**src/design/wllc_pkg.sv**
```systemverilog
// Shared constants and types for the windowed latency level classifier.
package wllc_pkg;

   localparam int WINDOW_DEPTH   = 20;
   localparam int DURATION_BITS  = 20;
   localparam int FIELD_BITS     = 20;
   localparam int LEVEL_BITS     = 3;
   localparam int CSR_INDEX_BITS = 2;

   localparam int COUNT_BITS = $clog2(WINDOW_DEPTH + 1);
   localparam int SLOT_BITS  = (WINDOW_DEPTH > 1) ? $clog2(WINDOW_DEPTH) : 1;
   localparam int SUM_BITS   = FIELD_BITS + COUNT_BITS;
   localparam int ITER_BITS  = $clog2(SUM_BITS + 1);

   localparam logic [63:0] SAMPLE_MAX = (64'd1 << DURATION_BITS) - 64'd1;

   localparam logic [FIELD_BITS-1:0] LOW_LIMIT_RESET      = FIELD_BITS'(100);
   localparam logic [FIELD_BITS-1:0] MEDIUM_LIMIT_RESET   = FIELD_BITS'(300);
   localparam logic [FIELD_BITS-1:0] HIGH_LIMIT_RESET     = FIELD_BITS'(1000);
   localparam logic [FIELD_BITS-1:0] CRITICAL_LIMIT_RESET = FIELD_BITS'(3000);

   localparam logic [CSR_INDEX_BITS-1:0] CSR_LOW_LIMIT      = 2'd0;
   localparam logic [CSR_INDEX_BITS-1:0] CSR_MEDIUM_LIMIT   = 2'd1;
   localparam logic [CSR_INDEX_BITS-1:0] CSR_HIGH_LIMIT     = 2'd2;
   localparam logic [CSR_INDEX_BITS-1:0] CSR_CRITICAL_LIMIT = 2'd3;

   localparam logic [LEVEL_BITS-1:0] LEVEL_NONE     = 3'd0;
   localparam logic [LEVEL_BITS-1:0] LEVEL_LOW      = 3'd1;
   localparam logic [LEVEL_BITS-1:0] LEVEL_MEDIUM   = 3'd2;
   localparam logic [LEVEL_BITS-1:0] LEVEL_HIGH     = 3'd3;
   localparam logic [LEVEL_BITS-1:0] LEVEL_CRITICAL = 3'd4;

   // window unit -> sequencer
   typedef struct packed {
      logic                  done;
      logic [SUM_BITS-1:0]   sum;
      logic [COUNT_BITS-1:0] count;
   } wllc_win_rsp_type;

   // sequencer -> divider
   typedef struct packed {
      logic                  start;
      logic [SUM_BITS-1:0]   dividend;
      logic [COUNT_BITS-1:0] divisor;
   } wllc_div_req_type;

   // divider -> sequencer
   typedef struct packed {
      logic                done;
      logic [SUM_BITS-1:0] quotient;
   } wllc_div_rsp_type;

endpackage

```
**src/design/windowed_latency_level_classifier.sv**
```systemverilog
// Each accepted beat is one I/O duration sample (saturated to DURATION_BITS)
// and yields one result beat: the truncated average of the last WINDOW_DEPTH
// samples (fewer until the window has filled), a level 0 none .. 4 critical
// from first-match compares of that average against the four limit
// registers, and an active flag for level medium or higher. A sample goes
// from accept to result through these steps: update sum and count (the ring
// slot is read on the accept edge), hand off to the divider, load it, a step
// for each quotient bit of the 25-bit sum, see the divider finish and load
// the output register. req_ready comes back on the edge that loads the
// result, so no new sample is taken before the last result is in the output
// register; a result that finds the output register still full waits in the
// sequencer and holds off the input until rsp_ready frees the register. A
// finished result waits in the output register, so the next sample can be
// taken while rsp_valid is still pending. Limit registers are written
// through csr_ and should only be changed while the block is idle.
module windowed_latency_level_classifier (
   input  logic                                  clock,
   input  logic                                  reset,
   input  logic                                  req_valid,
   output logic                                  req_ready,
   input  logic [wllc_pkg::FIELD_BITS-1:0]       req_sample_duration,
   output logic                                  rsp_valid,
   input  logic                                  rsp_ready,
   output logic [wllc_pkg::FIELD_BITS-1:0]       rsp_window_average,
   output logic [wllc_pkg::LEVEL_BITS-1:0]       rsp_level,
   output logic                                  rsp_active,
   input  logic                                  csr_write_enable,
   input  logic [wllc_pkg::CSR_INDEX_BITS-1:0]   csr_index,
   input  logic [wllc_pkg::FIELD_BITS-1:0]       csr_write_data
);

   typedef enum logic [1:0] {ST_IDLE, ST_WINDOW, ST_DIVIDE, ST_HOLD} seq_state_type;

   seq_state_type                    state_ff;
   logic [wllc_pkg::FIELD_BITS-1:0]  low_limit_ff;
   logic [wllc_pkg::FIELD_BITS-1:0]  medium_limit_ff;
   logic [wllc_pkg::FIELD_BITS-1:0]  high_limit_ff;
   logic [wllc_pkg::FIELD_BITS-1:0]  critical_limit_ff;
   logic                             div_start_ff;
   logic                             rsp_valid_ff;
   logic [wllc_pkg::FIELD_BITS-1:0]  average_ff;
   logic [wllc_pkg::LEVEL_BITS-1:0]  level_ff;
   logic                             active_ff;

   logic                             accept;
   logic                             out_free;
   logic [wllc_pkg::FIELD_BITS-1:0]  sample_sat;
   logic [wllc_pkg::FIELD_BITS-1:0]  average_sat;
   logic [wllc_pkg::LEVEL_BITS-1:0]  level_in;

   wllc_pkg::wllc_win_rsp_type       win_status;
   wllc_pkg::wllc_div_req_type       div_req;
   wllc_pkg::wllc_div_rsp_type       div_rsp;

   assign req_ready = (state_ff == ST_IDLE);
   assign accept    = req_valid && req_ready;
   assign out_free  = !rsp_valid_ff || rsp_ready;

   // saturate long durations (only bites when DURATION_BITS < field width)
   always_comb begin
      if (64'(req_sample_duration) > wllc_pkg::SAMPLE_MAX) begin
         sample_sat = wllc_pkg::FIELD_BITS'(wllc_pkg::SAMPLE_MAX);
      end else begin
         sample_sat = req_sample_duration;
      end
   end

   wllc_window u_window (
      .clock  (clock),
      .reset  (reset),
      .start  (accept),
      .sample (sample_sat),
      .status (win_status)
   );

   // sum and count hold still in the window unit until the next sample
   assign div_req.start    = div_start_ff;
   assign div_req.dividend = win_status.sum;
   assign div_req.divisor  = win_status.count;

   wllc_divider u_divider (
      .clock (clock),
      .reset (reset),
      .req   (div_req),
      .rsp   (div_rsp)
   );

   // saturate average to the field, then first-match classify
   always_comb begin
      if (div_rsp.quotient > wllc_pkg::SUM_BITS'({wllc_pkg::FIELD_BITS{1'b1}})) begin
         average_sat = '1;
      end else begin
         average_sat = div_rsp.quotient[wllc_pkg::FIELD_BITS-1:0];
      end
      if (average_sat < low_limit_ff) begin
         level_in = wllc_pkg::LEVEL_NONE;
      end else if (average_sat < medium_limit_ff) begin
         level_in = wllc_pkg::LEVEL_LOW;
      end else if (average_sat < high_limit_ff) begin
         level_in = wllc_pkg::LEVEL_MEDIUM;
      end else if (average_sat < critical_limit_ff) begin
         level_in = wllc_pkg::LEVEL_HIGH;
      end else begin
         level_in = wllc_pkg::LEVEL_CRITICAL;
      end
   end

   // limit registers; index space is exactly the four limits
   always_ff @(posedge clock) begin
      if (reset) begin
         low_limit_ff      <= wllc_pkg::LOW_LIMIT_RESET;
         medium_limit_ff   <= wllc_pkg::MEDIUM_LIMIT_RESET;
         high_limit_ff     <= wllc_pkg::HIGH_LIMIT_RESET;
         critical_limit_ff <= wllc_pkg::CRITICAL_LIMIT_RESET;
      end else if (csr_write_enable) begin
         unique case (csr_index)
            wllc_pkg::CSR_LOW_LIMIT:      low_limit_ff      <= csr_write_data;
            wllc_pkg::CSR_MEDIUM_LIMIT:   medium_limit_ff   <= csr_write_data;
            wllc_pkg::CSR_HIGH_LIMIT:     high_limit_ff     <= csr_write_data;
            wllc_pkg::CSR_CRITICAL_LIMIT: critical_limit_ff <= csr_write_data;
            default: ;
         endcase
      end
   end

   // sequencer and output register
   always_ff @(posedge clock) begin
      if (reset) begin
         state_ff     <= ST_IDLE;
         div_start_ff <= 1'b0;
         rsp_valid_ff <= 1'b0;
      end else begin
         div_start_ff <= (state_ff == ST_WINDOW) && win_status.done;
         if ((state_ff == ST_HOLD) && out_free) begin
            rsp_valid_ff <= 1'b1;
         end else if (rsp_ready) begin
            rsp_valid_ff <= 1'b0;
         end
         unique case (state_ff)
            ST_IDLE: begin
               if (accept) begin
                  state_ff <= ST_WINDOW;
               end
            end
            ST_WINDOW: begin
               if (win_status.done) begin
                  state_ff <= ST_DIVIDE;
               end
            end
            ST_DIVIDE: begin
               if (div_rsp.done) begin
                  state_ff <= ST_HOLD;
               end
            end
            ST_HOLD: begin
               // quotient stays put in the divider until the next start
               if (out_free) begin
                  average_ff   <= average_sat;
                  level_ff     <= level_in;
                  active_ff    <= (level_in >= wllc_pkg::LEVEL_MEDIUM);
                  state_ff     <= ST_IDLE;
               end
            end
            default: state_ff <= ST_IDLE;
         endcase
      end
   end

   assign rsp_valid          = rsp_valid_ff;
   assign rsp_window_average = average_ff;
   assign rsp_level          = level_ff;
   assign rsp_active         = active_ff;

endmodule

```
**src/design/wllc_window.sv**
```systemverilog
// Sample ring, running sum, fill count and write slot.
module wllc_window (
   input  logic                             clock,
   input  logic                             reset,
   input  logic                             start,
   input  logic [wllc_pkg::FIELD_BITS-1:0]  sample,
   output wllc_pkg::wllc_win_rsp_type       status
);

   logic [wllc_pkg::FIELD_BITS-1:0] sample_ring_ff [wllc_pkg::WINDOW_DEPTH];
   logic [wllc_pkg::FIELD_BITS-1:0] old_ff;
   logic [wllc_pkg::FIELD_BITS-1:0] sample_ff;
   logic [wllc_pkg::SLOT_BITS-1:0]  slot_ff, slot_in;
   logic [wllc_pkg::COUNT_BITS-1:0] count_ff, count_in;
   logic [wllc_pkg::SUM_BITS-1:0]   sum_ff, sum_in;
   logic                            busy_ff;
   logic                            done_ff;
   logic                            full;

   assign full = (count_ff == wllc_pkg::COUNT_BITS'(wllc_pkg::WINDOW_DEPTH));

   always_comb begin
      if (full) begin
         sum_in   = sum_ff - wllc_pkg::SUM_BITS'(old_ff) + wllc_pkg::SUM_BITS'(sample_ff);
         count_in = count_ff;
      end else begin
         sum_in   = sum_ff + wllc_pkg::SUM_BITS'(sample_ff);
         count_in = count_ff + 1'b1;
      end
      if (slot_ff == wllc_pkg::SLOT_BITS'(wllc_pkg::WINDOW_DEPTH - 1)) begin
         slot_in = '0;
      end else begin
         slot_in = slot_ff + 1'b1;
      end
   end

   // ring: read of the current slot registered, write on the update cycle
   always_ff @(posedge clock) begin
      old_ff <= sample_ring_ff[slot_ff];
      if (busy_ff) begin
         sample_ring_ff[slot_ff] <= sample_ff;
      end
      if (start) begin
         sample_ff <= sample;
      end
   end

   always_ff @(posedge clock) begin
      if (reset) begin
         busy_ff  <= 1'b0;
         done_ff  <= 1'b0;
         slot_ff  <= '0;
         count_ff <= '0;
         sum_ff   <= '0;
      end else begin
         busy_ff <= start;
         done_ff <= busy_ff;
         if (busy_ff) begin
            slot_ff  <= slot_in;
            count_ff <= count_in;
            sum_ff   <= sum_in;
         end
      end
   end

   assign status.done  = done_ff;
   assign status.sum   = sum_ff;
   assign status.count = count_ff;

endmodule

```
**src/design/wllc_divider.sv**
```systemverilog
// Restoring divider, one quotient bit per cycle.
module wllc_divider (
   input  logic                       clock,
   input  logic                       reset,
   input  wllc_pkg::wllc_div_req_type req,
   output wllc_pkg::wllc_div_rsp_type rsp
);

   typedef enum logic {DIV_IDLE, DIV_RUN} div_state_type;

   div_state_type                     state_ff;
   logic [wllc_pkg::SUM_BITS-1:0]     quot_ff;
   logic [wllc_pkg::COUNT_BITS-1:0]   rem_ff, rem_in;
   logic [wllc_pkg::COUNT_BITS-1:0]   divisor_ff;
   logic [wllc_pkg::ITER_BITS-1:0]    iter_ff;
   logic                              done_ff;
   logic [wllc_pkg::COUNT_BITS:0]     shifted;
   logic                              fits;

   always_comb begin
      shifted = {rem_ff, quot_ff[wllc_pkg::SUM_BITS-1]};
      fits    = (shifted >= {1'b0, divisor_ff});
      if (fits) begin
         rem_in = wllc_pkg::COUNT_BITS'(shifted - {1'b0, divisor_ff});
      end else begin
         rem_in = shifted[wllc_pkg::COUNT_BITS-1:0];
      end
   end

   always_ff @(posedge clock) begin
      if (reset) begin
         state_ff <= DIV_IDLE;
         done_ff  <= 1'b0;
         iter_ff  <= '0;
      end else begin
         // last quotient bit goes in on the edge that raises done
         done_ff <= (state_ff == DIV_RUN) && (iter_ff == wllc_pkg::ITER_BITS'(1));
         unique case (state_ff)
            DIV_IDLE: begin
               if (req.start) begin
                  quot_ff    <= req.dividend;
                  divisor_ff <= req.divisor;
                  rem_ff     <= '0;
                  iter_ff    <= wllc_pkg::ITER_BITS'(wllc_pkg::SUM_BITS);
                  state_ff   <= DIV_RUN;
               end
            end
            DIV_RUN: begin
               quot_ff <= {quot_ff[wllc_pkg::SUM_BITS-2:0], fits};
               rem_ff  <= rem_in;
               iter_ff <= iter_ff - 1'b1;
               if (iter_ff == wllc_pkg::ITER_BITS'(1)) begin
                  state_ff <= DIV_IDLE;
               end
            end
            default: state_ff <= DIV_IDLE;
         endcase
      end
   end

   assign rsp.done     = done_ff;
   assign rsp.quotient = quot_ff;

endmodule

```
**config.mk**
```make
export PLATFORM = sky130hd
export DESIGN_NAME = windowed_latency_level_classifier
export DESIGN_NICKNAME = d
export VERILOG_FILES = /design/src/design/wllc_pkg.sv /design/src/design/windowed_latency_level_classifier.sv /design/src/design/wllc_window.sv /design/src/design/wllc_divider.sv
export SDC_FILE = /design/constraint.sdc
export NUM_CORES = 1
export LEC_CHECK = 0
export BUFFER_PORTS_ARGS = -buffer_cell sky130_fd_sc_hd__buf_4
export CORE_ASPECT_RATIO = 0.8
export CORE_UTILIZATION = 50
export DETAILED_ROUTE_END_ITERATION = 10
export PLACE_DENSITY = 0.66
export SLEW_MARGIN = 20
export SYNTH_ARGS = -nofsm -noshare
export SYNTH_HDL_FRONTEND = slang
export SYNTH_SLANG_ARGS = --single-unit
```
**constraint.sdc**
```tcl
create_clock -name clock -period 4.95 [get_ports clock]
set_input_delay 0.99 -clock clock [delete_from_list [all_inputs] [get_ports clock]]
set_output_delay 0.99 -clock clock [all_outputs]
set_load 0.1 [all_outputs]
```
==> results.toml, run 1 <==
[pwr]
power_leakage_nw = 11.5
total_power_mw = 15.1
power_density_nw_per_um2 = 465
vdd_ir_drop_max_mv = 0.294

[synthesis]
synthTopCellsByCount = "edfxtp_1, nand2_1, inv_1, dfxtp_1, ha_1"
synthMuxAreaShare_pct = 9.56
synth-edff-count = 479
synth_top_family_by_area = "multiplexers"
synth_adder_area_share_pct = 7.67
synth_top_area_share_pct = 50.0
ys_warn_count = 0
syn_area_per_cell_um2 = 13.2
syn_nets = 2381
synth.area.top_cells = "edfxtp_1, dfxtp_1, mux4_2, ha_1, nand2_1"
yosysSeqAreaShare_pct = 60.3
ys_types = 78
synth_xor_area_share_pct = 1.19
netlist_instances = 2171
netlist_area_um2 = 28800
yosysMostFrequentCell = "edfxtp_1"
synth_top_area_cell = "edfxtp_1"
synth-compound-area-share_pct = 8.89
synth_ff_type = "edfxtp_1"
yosys.area_share.simple_pct = 8.28
ys_ff_latch = 627
synthArstFlopShare_pct = 0

[worst_setup_path]
required_ns = 5.43
cp.arrival_ns = 4.65
r2r_end = "u_window.sum_ff[19]$_SDFFE_PP0P_"
rrSetupSlack_ns = 0.79
cp_max_fo = 22
cp-start-kind = "flip-flop"
worst-setup-path-type = "reg -> reg"
r2r_start = "u_window.sample_ff[1]$_DFFE_PP_"
critPathCaptureType = "flip-flop"
r2r_cells = 12

[layout]
fin_util_pct = 57.1
area_delta_synth_final_pct = 12.8
final_nets = 2469
finalNonFillerCells = 3072
fin_area_um2 = 32400
layout-drive-gt1-share_pct = 16.2

[grt]
antenna_found_initial = 1
grt_pass1_vias = 17800
grt_max_degree = 84
grtUsageTotal_pct = 24.3
grt_overflow = 0
grt_pass1_wl_um = 107000

[route]
drtIter0Drc = 1632
drtAntennaViolNets = 0
first_pass_iters = 5
vias_per_cell = 5.81
wl_per_cell_um = 22.7
drc_errors = 0
num_vias = 17900
drt-total-wl_um = 69700

[die]
coreArea_um2 = 56800
fp.dieH_um = 217
initial_core_util_pct = 50.6
dieArea_um2 = 58500
fp.dieW_um = 270
std_cell_rows = 78
io_pins = 73

[sta]
fmax_ghz = 0.240
maxSlewHeadroom_pct = 25.9
fin_crit_sh_pct = 84.1
drv_slew = 0
tns_ns = 0
tightest_slew_ns = 1.11
final-hold-violation-count = 0
hold_ws_ns = 0.448
period_needed_ns = 4.16
finalSetupViolCount = 0
finalClockSkew_ns = 0.0281
rsz0062_at_grt = "no"
setup_ws_ns = 0.785

[placed_design]
place_congestion = 0.863
dp_slack_ns = 0.842
placed_cell_area_um2 = 30200
dp.cells = 2951
hpwlAfterDp_um = 45000
io_buffers = 72

[clocking]
cts_tree = "built"
htree_levels = 3
cts_buffers = 66
cts_resized = 0
cts_root_buf = "clkbuf_16"
clk_pin_slew_ns = 0.06
clock_latency_ns = 0.62
cts_setup_buffers = 0
ctsLongestPathBuffers = 3
hold_buffers = 0
clock-sinks = 627

[min_path]
min_path_type = "reg -> reg"
holdPathStages = 2
hp-start = "u_window.done_ff$_SDFF_PP0_"
min_to = "div_start_ff$_SDFF_PP0_"

[flow_run]
max-cap-violations = 0

[run_status]
status = "completed"
[routing by layer]
metal  vias to the layer above  wire length [um]  global-route usage, %
li1                       8238                 -                      -
met1                      8954             33300                   36.9
met5                         -                 0                      0
met2                       578             30800                   36.6
met3                        83              4330                   3.76
met4                         0              1350                   5.98
[layout by cell type (no fill, tap or decap), types with 28 or more instances in the layout]
master,instances
nor3_1,28
inv_1,187
nand2_1,231
ha_1,141
nor2_1,84
clkbuf_16,67
o21ai_0,95
a21oi_1,130
buf_4,116
dfxtp_1,144
edfxtp_1,479
a21o_1,37
mux4_2,100
[state kept, by name (all words and copies together), names as in the netlist, 2 cells and up]
signal and count:
u_window.old_ff 20, u_window.sample_ff 20, u_window.sum_ff 25, medium_limit_ff 20, high_limit_ff 20, rsp_window_average 20, critical_limit_ff 20, u_window.count_ff 5
u_divider.divisor_ff 5, u_divider.rem_ff 5, u_window.slot_ff 5, low_limit_ff 20, u_window.sample_ring_ff 400, rsp_level 3, u_divider.iter_ff 5, state_ff 2
u_divider.quot_ff 25
[layout make-up]
| class | instances | area (um^2) |
|---|---|---|
| clock buffers | 86 | 1780 |
| multi-input cells | 1259 | 10300 |
| well taps | 760 | 951 |
| flip-flops and latches | 627 | 17400 |
| fillers | 4544 | 24400 |
| diodes | 1 | 2.50 |
| inverters | 187 | 702 |
| clock inverters | 34 | 472 |
| repair buffers | 118 | 911 |
[critical path, cell delays in order, from the launching register on]
cell and delay [ns]:
edfxtp_1 0.81, inv_1 0.22, fa_1 0.64, inv_1 0.07, ha_1 0.31, a211oi_1 0.31, o21ai_0 0.22, and3_1 0.22
o21ai_0 0.38, nand2b_1 0.16, a21oi_1 0.20, xor2_1 0.08, a2111oi_0 0.40
[worst max-delay path by stage]
stage                                          startpoint                          endpoint  slack [ns]  depth (start not counted)
after global placement    u_window.sample_ff[1]$_DFFE_PP_  u_window.sum_ff[19]$_SDFFE_PP0P_        0.97                         12
after floorplan                                     reset              rsp_active$_DFFE_PP_        1.22                          4
after CTS                 u_window.sample_ff[1]$_DFFE_PP_  u_window.sum_ff[19]$_SDFFE_PP0P_        0.81                         12
after global routing      u_window.sample_ff[1]$_DFFE_PP_  u_window.sum_ff[19]$_SDFFE_PP0P_        0.47                         12
final                     u_window.sample_ff[1]$_DFFE_PP_  u_window.sum_ff[19]$_SDFFE_PP0P_        0.79                         12
after detailed placement  u_window.sample_ff[1]$_DFFE_PP_  u_window.sum_ff[19]$_SDFFE_PP0P_        0.84                         12
[power breakdown]
part | switching (mW) | internal (mW)
combinational | 2.16 | 1.48
clock | 2.12 | 3.00
sequential | 0.253 | 6.08
[cell families (layout without fill, tap and decap cells)]
group | Yosys count | count (layout)
flip-flops | 627 | 627
AND/OR/NAND/NOR | 509 | 509
AO/OA/AOI/OAI | 401 | 401
buffers and inverters | 285 | 425
adder cells (fa/ha/maj) | 163 | 163
multiplexers | 147 | 147
XOR/XNOR | 39 | 39
other | 0 | 1
No activity file was read; power rests on OpenSTA's default activity.
==> run 2, diff against run 1 <==
--- a/config.mk
+++ b/config.mk
@@ -5,11 +5,12 @@
 export SDC_FILE = /design/constraint.sdc
 export NUM_CORES = 1
 export LEC_CHECK = 0
+export ABC_AREA = 1
 export BUFFER_PORTS_ARGS = -buffer_cell sky130_fd_sc_hd__buf_4
 export CORE_ASPECT_RATIO = 0.8
 export CORE_UTILIZATION = 50
 export DETAILED_ROUTE_END_ITERATION = 10
-export PLACE_DENSITY = 0.66
+export PLACE_DENSITY = 0.69
 export SLEW_MARGIN = 20
 export SYNTH_ARGS = -nofsm -noshare
 export SYNTH_HDL_FRONTEND = slang
==> constraint.sdc (replaced) <==
create_clock -name clock -period 3.3 [get_ports clock]
set_input_delay 0.66 -clock clock [delete_from_list [all_inputs] [get_ports clock]]
set_output_delay 0.66 -clock clock [all_outputs]
set_load 0.1 [all_outputs]
==> run 2 against run 1 <==
Non-clock buffer count grew 35. Cell area grew 2.1%. Routed wire length grew 14%. Clock-buffer cell count shrank 10. Global-route usage grew 2.1 points. Sequential share of layout area shrank 1.1 points. Power grew 49%. Setup slack lost 0.71 ns.
==> results.toml, run 2 <==
[clocking]
clk_pin_slew_ns = 0.06
htree_levels = 2
clock_latency_ns = 0.64
cts_tree = "built"
cts_buffers = 60
ctsLongestPathBuffers = 3
clock-sinks = 627
cts_root_buf = "clkbuf_16"

[layout]
layout-drive-gt1-share_pct = 9.08
largest_reg_flops = 400
fillers = 4939
mostFrequentLayoutCells = "edfxtp_1, nand2_1, inv_1"
final_nets = 3287
area_delta_synth_final_pct = 12.7
layout.cells.most_common = "edfxtp_1"
finalNonFillerCells = 3898
regMostFlops = "u_window.sample_ring_ff"
reg.largest.list = "u_window.sample_ring_ff x400, u_divider.quot_ff x25, u_window.sum_ff x25"

[worst_setup_path]
required_ns = 3.83
cp-start-kind = "flip-flop"
cp_num_buf_inv = 3
crit_top_cell = "nand2_1"
cp_max_fo = 6
cp.arrival_ns = 3.76
cp_top_family = "simple AND/OR/NAND/NOR gates"
max_stage_delay_ns = 0.54
slowest_stage = "fa_1"
critPathCaptureType = "flip-flop"
worst-setup-path-type = "reg -> reg"
path_cells = "inv_1 -> fa_1 -> inv_1 -> ha_1 -> nand2_1 -> nor2_2 -> nand3_1 -> nand2_2 -> nand2_1 -> nand3_1 -> nand2_1 -> nand2_1 -> nand2_1 -> nand3_1 -> nand2_1 -> nand2_1 -> inv_1"

[sta]
fin_crit_sh_pct = 97.7
rsz0062_at_grt = "no"
tightest_slew_ns = 1.06
final-hold-violation-count = 0
finalClockSkew_ns = 0.0224
tns_ns = 0
drv_slew = 0
fmax_ghz = 0.310
maxSlewHeadroom_pct = 29.0
finalSetupViolCount = 0
period_needed_ns = 3.22

[grt]
grt_max_degree = 94
grt_pass1_vias = 20700
grt_overflow = 0
grt_pass1_wl_um = 121000
grtUsageTotal_pct = 26.4
antenna_found_initial = 3

[placed_design]
hpwlAfterDp_um = 53100
place_congestion = 0.989
io_buffers = 72
dp.cells = 3784

[synthesis]
synth_ff_type = "edfxtp_1"
netlist_area_um2 = 29400
synth_top_area_share_pct = 48.9
synth_top_area_cell = "edfxtp_1"
netlist_instances = 2982
syn_nets = 3192
syn_area_per_cell_um2 = 9.86
yosysMostFrequentCell = "edfxtp_1"
synth.area.top_cells = "edfxtp_1, dfxtp_1, ha_1, nand2_1, o21ai_0"
synthTopCellsByCount = "edfxtp_1, nand2_1, inv_1, o21ai_0, nor2_1"
ys_ff_latch = 627
synthArstFlopShare_pct = 0
ys_types = 39
yosysSeqAreaShare_pct = 59.0
ys_warn_count = 0
synth-edff-count = 479

[die]
std_cell_rows = 79
initial_core_util_pct = 50.6
fp.dieW_um = 273
io_pins = 73
coreArea_um2 = 58100
dieArea_um2 = 59800
fp.dieH_um = 219

[route]
wl_per_cell_um = 20.3
drtAntennaViolNets = 0
first_pass_iters = 5
vias_per_cell = 5.69
drc_errors = 0
drtIter0Drc = 2450
drt-total-wl_um = 79300
num_vias = 22200

[pwr]
total_power_mw = 22.5
vdd_ir_drop_max_mv = 0.507
power_leakage_nw = 13.1
power_density_nw_per_um2 = 678

[run_status]
status = "completed"

[min_path]
min_path_type = "in -> reg"

[flow_run]
max-cap-violations = 0
## run 2: cell count changes in the layout (fill, tap and decap cells not counted), sizes merged, moves of 35 or more
cell   previous run  this run
o22ai             3       102
a21o             38         1
buf             118       153
o21ai            96       351
inv             192       388
mux4            100         0
nand2           231       461
nand3            20       114
a21oi           130       196
nor2             88       329
## run 2: report_power, final
group,internal [mW],total [mW],leakage (nW),switching [mW]
logic,1.80,6.16,6.61,4.37
clock network,3.93,6.96,0.985,3.03
registers,9.10,9.33,5.52,0.230
total,14.8,22.5,13.1,7.63
## run 2: timing repair
| item | 4_1_cts | 5_1_grt |
|---|---|---|
| endpoints found under the hold margin | 0 | 0 |
| hold buffers | 0 | 0 |
| setup endpoints to repair | 0 | 7 |
| buffers inserted | 0 | 0 |
| gates resized for setup | 0 | 4 |
## run 2: cell families after synthesis
group	after synthesis	synth area share, %
DFF	627	59.0
xor gates and xnor gates	9	0.268
and+or+nand+nor	971	13.4
AOI/OAI and AO/OA	709	13.2
adders and majority gates	163	7.50
buffers and inverters	503	6.62
## run 2: final cells by class
type / count / area, um^2 / share of cell area, %
diodes: 2 / 5.00 / 0.0151
inverters: 383 / 1440 / 4.35
flip-flops and latches: 627 / 17400 / 52.4
well taps: 769 / 962 / 2.91
multi-input cells: 1852 / 10200 / 30.8
repair buffers: 153 / 1170 / 3.54
clock buffers: 76 / 1640 / 4.96
clock inverters: 36 / 348 / 1.05
## run 2: stage by stage
step	utilization (%)	area [um^2]	setup slack (ns)	hold slack, ns
finish	57.0	33100	0.0765	0.195
global route	57.0	33100	0.0157	0.176
CTS	56.9	33100	0.0500	0.162
detailed placement	53.5	31100	0.0841	0.419
global placement	53.5	31100	0.0891	0.419
floorplan	-	29400	0.151	0.408
## run 2: metal layers
layer	global-route usage [%]	wire length, um	up-vias
met5	0	33	-
met4	5.92	1130	4
met3	4.67	6650	88
met2	39.8	34900	851
met1	39.6	36500	10800
li1	-	-	10500
## run 2: worst paths after layout
kind	cells after the start	to	slack (ns)	from
setup / recovery	17	u_window.sum_ff[13]$_SDFFE_PP0P_	0.08	u_window.sum_ff[5]$_SDFFE_PP0P_
hold / removal	1	u_window.sample_ff[0]$_DFFE_PP_	0.19	req_sample_duration[0]
setup reg to reg	17	u_window.sum_ff[13]$_SDFFE_PP0P_	0.08	u_window.sum_ff[5]$_SDFFE_PP0P_
hold reg to reg	0	u_divider.divisor_ff[3]$_DFFE_PP_	0.44	u_window.count_ff[3]$_SDFFE_PP0P_
==> run 3, diff against run 2 <==
--- a/config.mk
+++ b/config.mk
@@ -8,9 +8,9 @@
 export ABC_AREA = 1
 export BUFFER_PORTS_ARGS = -buffer_cell sky130_fd_sc_hd__buf_4
 export CORE_ASPECT_RATIO = 0.8
-export CORE_UTILIZATION = 50
+export CORE_UTILIZATION = 57
 export DETAILED_ROUTE_END_ITERATION = 10
-export PLACE_DENSITY = 0.69
+export PLACE_DENSITY = 0.77
 export SLEW_MARGIN = 20
 export SYNTH_ARGS = -nofsm -noshare
 export SYNTH_HDL_FRONTEND = slang
==> constraint.sdc (replaced) <==
create_clock -name clock -period 2.72 [get_ports clock]
set_input_delay 0.544 -clock clock [delete_from_list [all_inputs] [get_ports clock]]
set_output_delay 0.544 -clock clock [all_outputs]
set_load 0.1 [all_outputs]
==> run 3 against run 2 <==
Routed wire length rose by 0.47%. Combinational power rose by 36%. Largest power group unchanged. Non-clock buffer count is 49 higher. Setup slack lost 0.013 ns. Register-to-register slack hardly changed. Highest routed layer unchanged. Critical path depth decreased by 1.
==> results.toml, run 3 (synthesis gave the netlist of run 2 again) <==
[grt]
grt_max_degree = 103
antenna_found_initial = 4
grt_pass1_vias = 21600
grt_use_met1_pct = 44.2
grtUsageTotal_pct = 30.1
grt-busiest-layer = "met2"
use_met2_pct = 46.1
grt_pass1_wl_um = 122000
met3_usage_pct = 4.62
grt_overflow = 0

[clocking]
hold_buffers = 0
cts_tree = "built"
ctsLongestPathBuffers = 3
cts_buffers = 58
cts_root_buf = "clkbuf_16"
clk_pin_slew_ns = 0.07
clock_latency_ns = 0.65
clock-sinks = 627
htree_levels = 2

[worst_setup_path]
max_stage_delay_ns = 0.42
cp_top_family = "simple AND/OR/NAND/NOR gates"
critPathCaptureType = "flip-flop"
cp-start-kind = "flip-flop"
crit_top_cell = "nand2_1"
r2r_cells = 16
cp_max_fo = 5
cp_num_buf_inv = 3
worst-setup-path-type = "reg -> reg"
path_cells = "nor2_1 -> nand2_1 -> nor2_4 -> clkbuf_16 -> nand2_4 -> ha_1 -> nand2_1 -> inv_1 -> o21ai_1 -> nand2_1 -> a21oi_1 -> nand2_1 -> a21oi_2 -> inv_1 -> nand2_1 -> nor2_1"
slowest_stage = "edfxtp_1"
r2r_start = "u_divider.quot_ff[24]$_DFFE_PP_"
required_ns = 3.12
cp.arrival_ns = 3.06
rrSetupSlack_ns = 0.06
r2r_end = "rsp_level[2]$_DFFE_PP_"

[layout]
finalNonFillerCells = 3854
multi_input_area_um2 = 10600
seqCellArea_um2 = 17400
fin_util_pct = 66.1
reg.largest.list = "u_window.sample_ring_ff x400, u_divider.quot_ff x25, u_window.sum_ff x25"
final_nets = 3334
largest_reg_flops = 400
layout.cells.most_common = "edfxtp_1"
regMostFlops = "u_window.sample_ring_ff"
fillers = 3893
layout-drive-gt1-share_pct = 12.7
area_delta_synth_final_pct = 14.7
mostFrequentLayoutCells = "edfxtp_1, nand2_1, inv_1"

[die]
fp.dieH_um = 205
fp.dieW_um = 256
io_pins = 73
initial_core_util_pct = 57.6
std_cell_rows = 74
dieArea_um2 = 52500
coreArea_um2 = 51000

[sta]
rsz0062_at_grt = "yes"
finalSetupViolCount = 0
period_needed_ns = 2.66
maxSlewHeadroom_pct = 32.6
fin_crit_sh_pct = 97.7
fmax_ghz = 0.376
setup_ws_ns = 0.0637
drv_slew = 0
tns_ns = 0
tightest_slew_ns = 1.01
finalClockSkew_ns = 0.0438
final-hold-violation-count = 0

[min_path]
min_path_type = "in -> reg"
holdPathStages = 1
min_to = "u_window.sample_ff[14]$_DFFE_PP_"
hp-start = "req_sample_duration[14]"

[route]
wl_per_cell_um = 20.7
vias_per_cell = 5.90
first_pass_iters = 6
drtAntennaViolNets = 0
drt-total-wl_um = 79600
drc_errors = 0
drtIter0Drc = 2372
num_vias = 22800

[placed_design]
io_buffers = 72
hpwlAfterDp_um = 54300
place_congestion = 0.956
dp.cells = 3739
dp_slack_ns = -0.00647

[pwr]
vdd_ir_drop_max_mv = 0.725
total_power_mw = 27.8
power_density_nw_per_um2 = 824
power_leakage_nw = 13.4

[run_status]
status = "completed"

[flow_run]
max-cap-violations = 0
[run 3: cell count changes in the layout (fill, tap and decap cells not counted), moves of 8 or more]
cell / before / now
a21oi_1: 196 / 183
a21oi_2: 0 / 11
buf_4: 151 / 194
ha_1: 140 / 125
ha_4: 0 / 8
nand2_1: 460 / 437
nand2_2: 1 / 17
nor2_1: 309 / 297
nor2_2: 20 / 28
[run 3: report_power, final]
part | internal [mW] | switching (mW) | total (mW)
clock network | 4.42 | 3.65 | 8.06
registers | 11.0 | 0.285 | 11.3
logic | 2.83 | 5.55 | 8.38
total | 18.3 | 9.48 | 27.8
[run 3: through the flow]
step,instance area (um^2),hold WS (ns)
floorplan,29400,0.408
global placement,31400,0.418
detailed placement,31400,0.422
CTS,33200,0.0729
global route,33700,0.0738
finish,33700,0.0962
[run 3: how the worst max path moves through the flow]
stage	start	cells after the start	slack, ns	endpoint
final	u_divider.quot_ff[24]$_DFFE_PP_	16	0.06	rsp_level[2]$_DFFE_PP_
after global routing	u_window.sum_ff[6]$_SDFFE_PP0P_	17	-0.06	u_window.sum_ff[9]$_SDFFE_PP0P_
after CTS	u_window.sample_ff[4]$_DFFE_PP_	17	0.03	u_window.sum_ff[13]$_SDFFE_PP0P_
after detailed placement	u_divider.quot_ff[24]$_DFFE_PP_	13	-0.006	rsp_level[1]$_DFFE_PP_
after global placement	u_window.sum_ff[14]$_SDFFE_PP0P_	15	0.03	u_window.sum_ff[20]$_SDFFE_PP0P_
after floorplan	u_window.sample_ff[1]$_DFFE_PP_	13	0.06	u_window.sum_ff[10]$_SDFFE_PP0P_
[run 3: final cells by class]
class,count,area share [%]
tap,684,2.54
clock buffer,69,4.55
antenna,2,0.0148
timing repair buffer,202,4.80
sequential,627,51.5
inverter,383,4.27
clock inverter,35,0.995
multi-input combinational,1852,31.3
[run 3: per-layer routing]
layer,part of all wire (%),up-vias
met1,43,10900
met3,9.5,135
met5,0.013,-
met2,45,1133
met4,2.5,2
li1,-,10600
[run 3: timing repair]
item | in CTS | in global routing
buffers inserted | 0 | 6
pin swaps | 0 | 13
gates resized for setup | 1 | 99
endpoints found under the setup margin | 2 | 23
cloned | 0 | 3
[run 3: worst register-to-register path, stage by stage (launching register included)]
cell and delay [ns]:
edfxtp_1 0.42, nor2_1 0.11, nand2_1 0.10, nor2_4 0.26, clkbuf_16 0.21, nand2_4 0.08, ha_1 0.32, nand2_1 0.07
inv_1 0.04, o21ai_1 0.13, nand2_1 0.08, a21oi_1 0.17, nand2_1 0.10, a21oi_2 0.15, inv_1 0.08, nand2_1 0.06
nor2_1 0.04
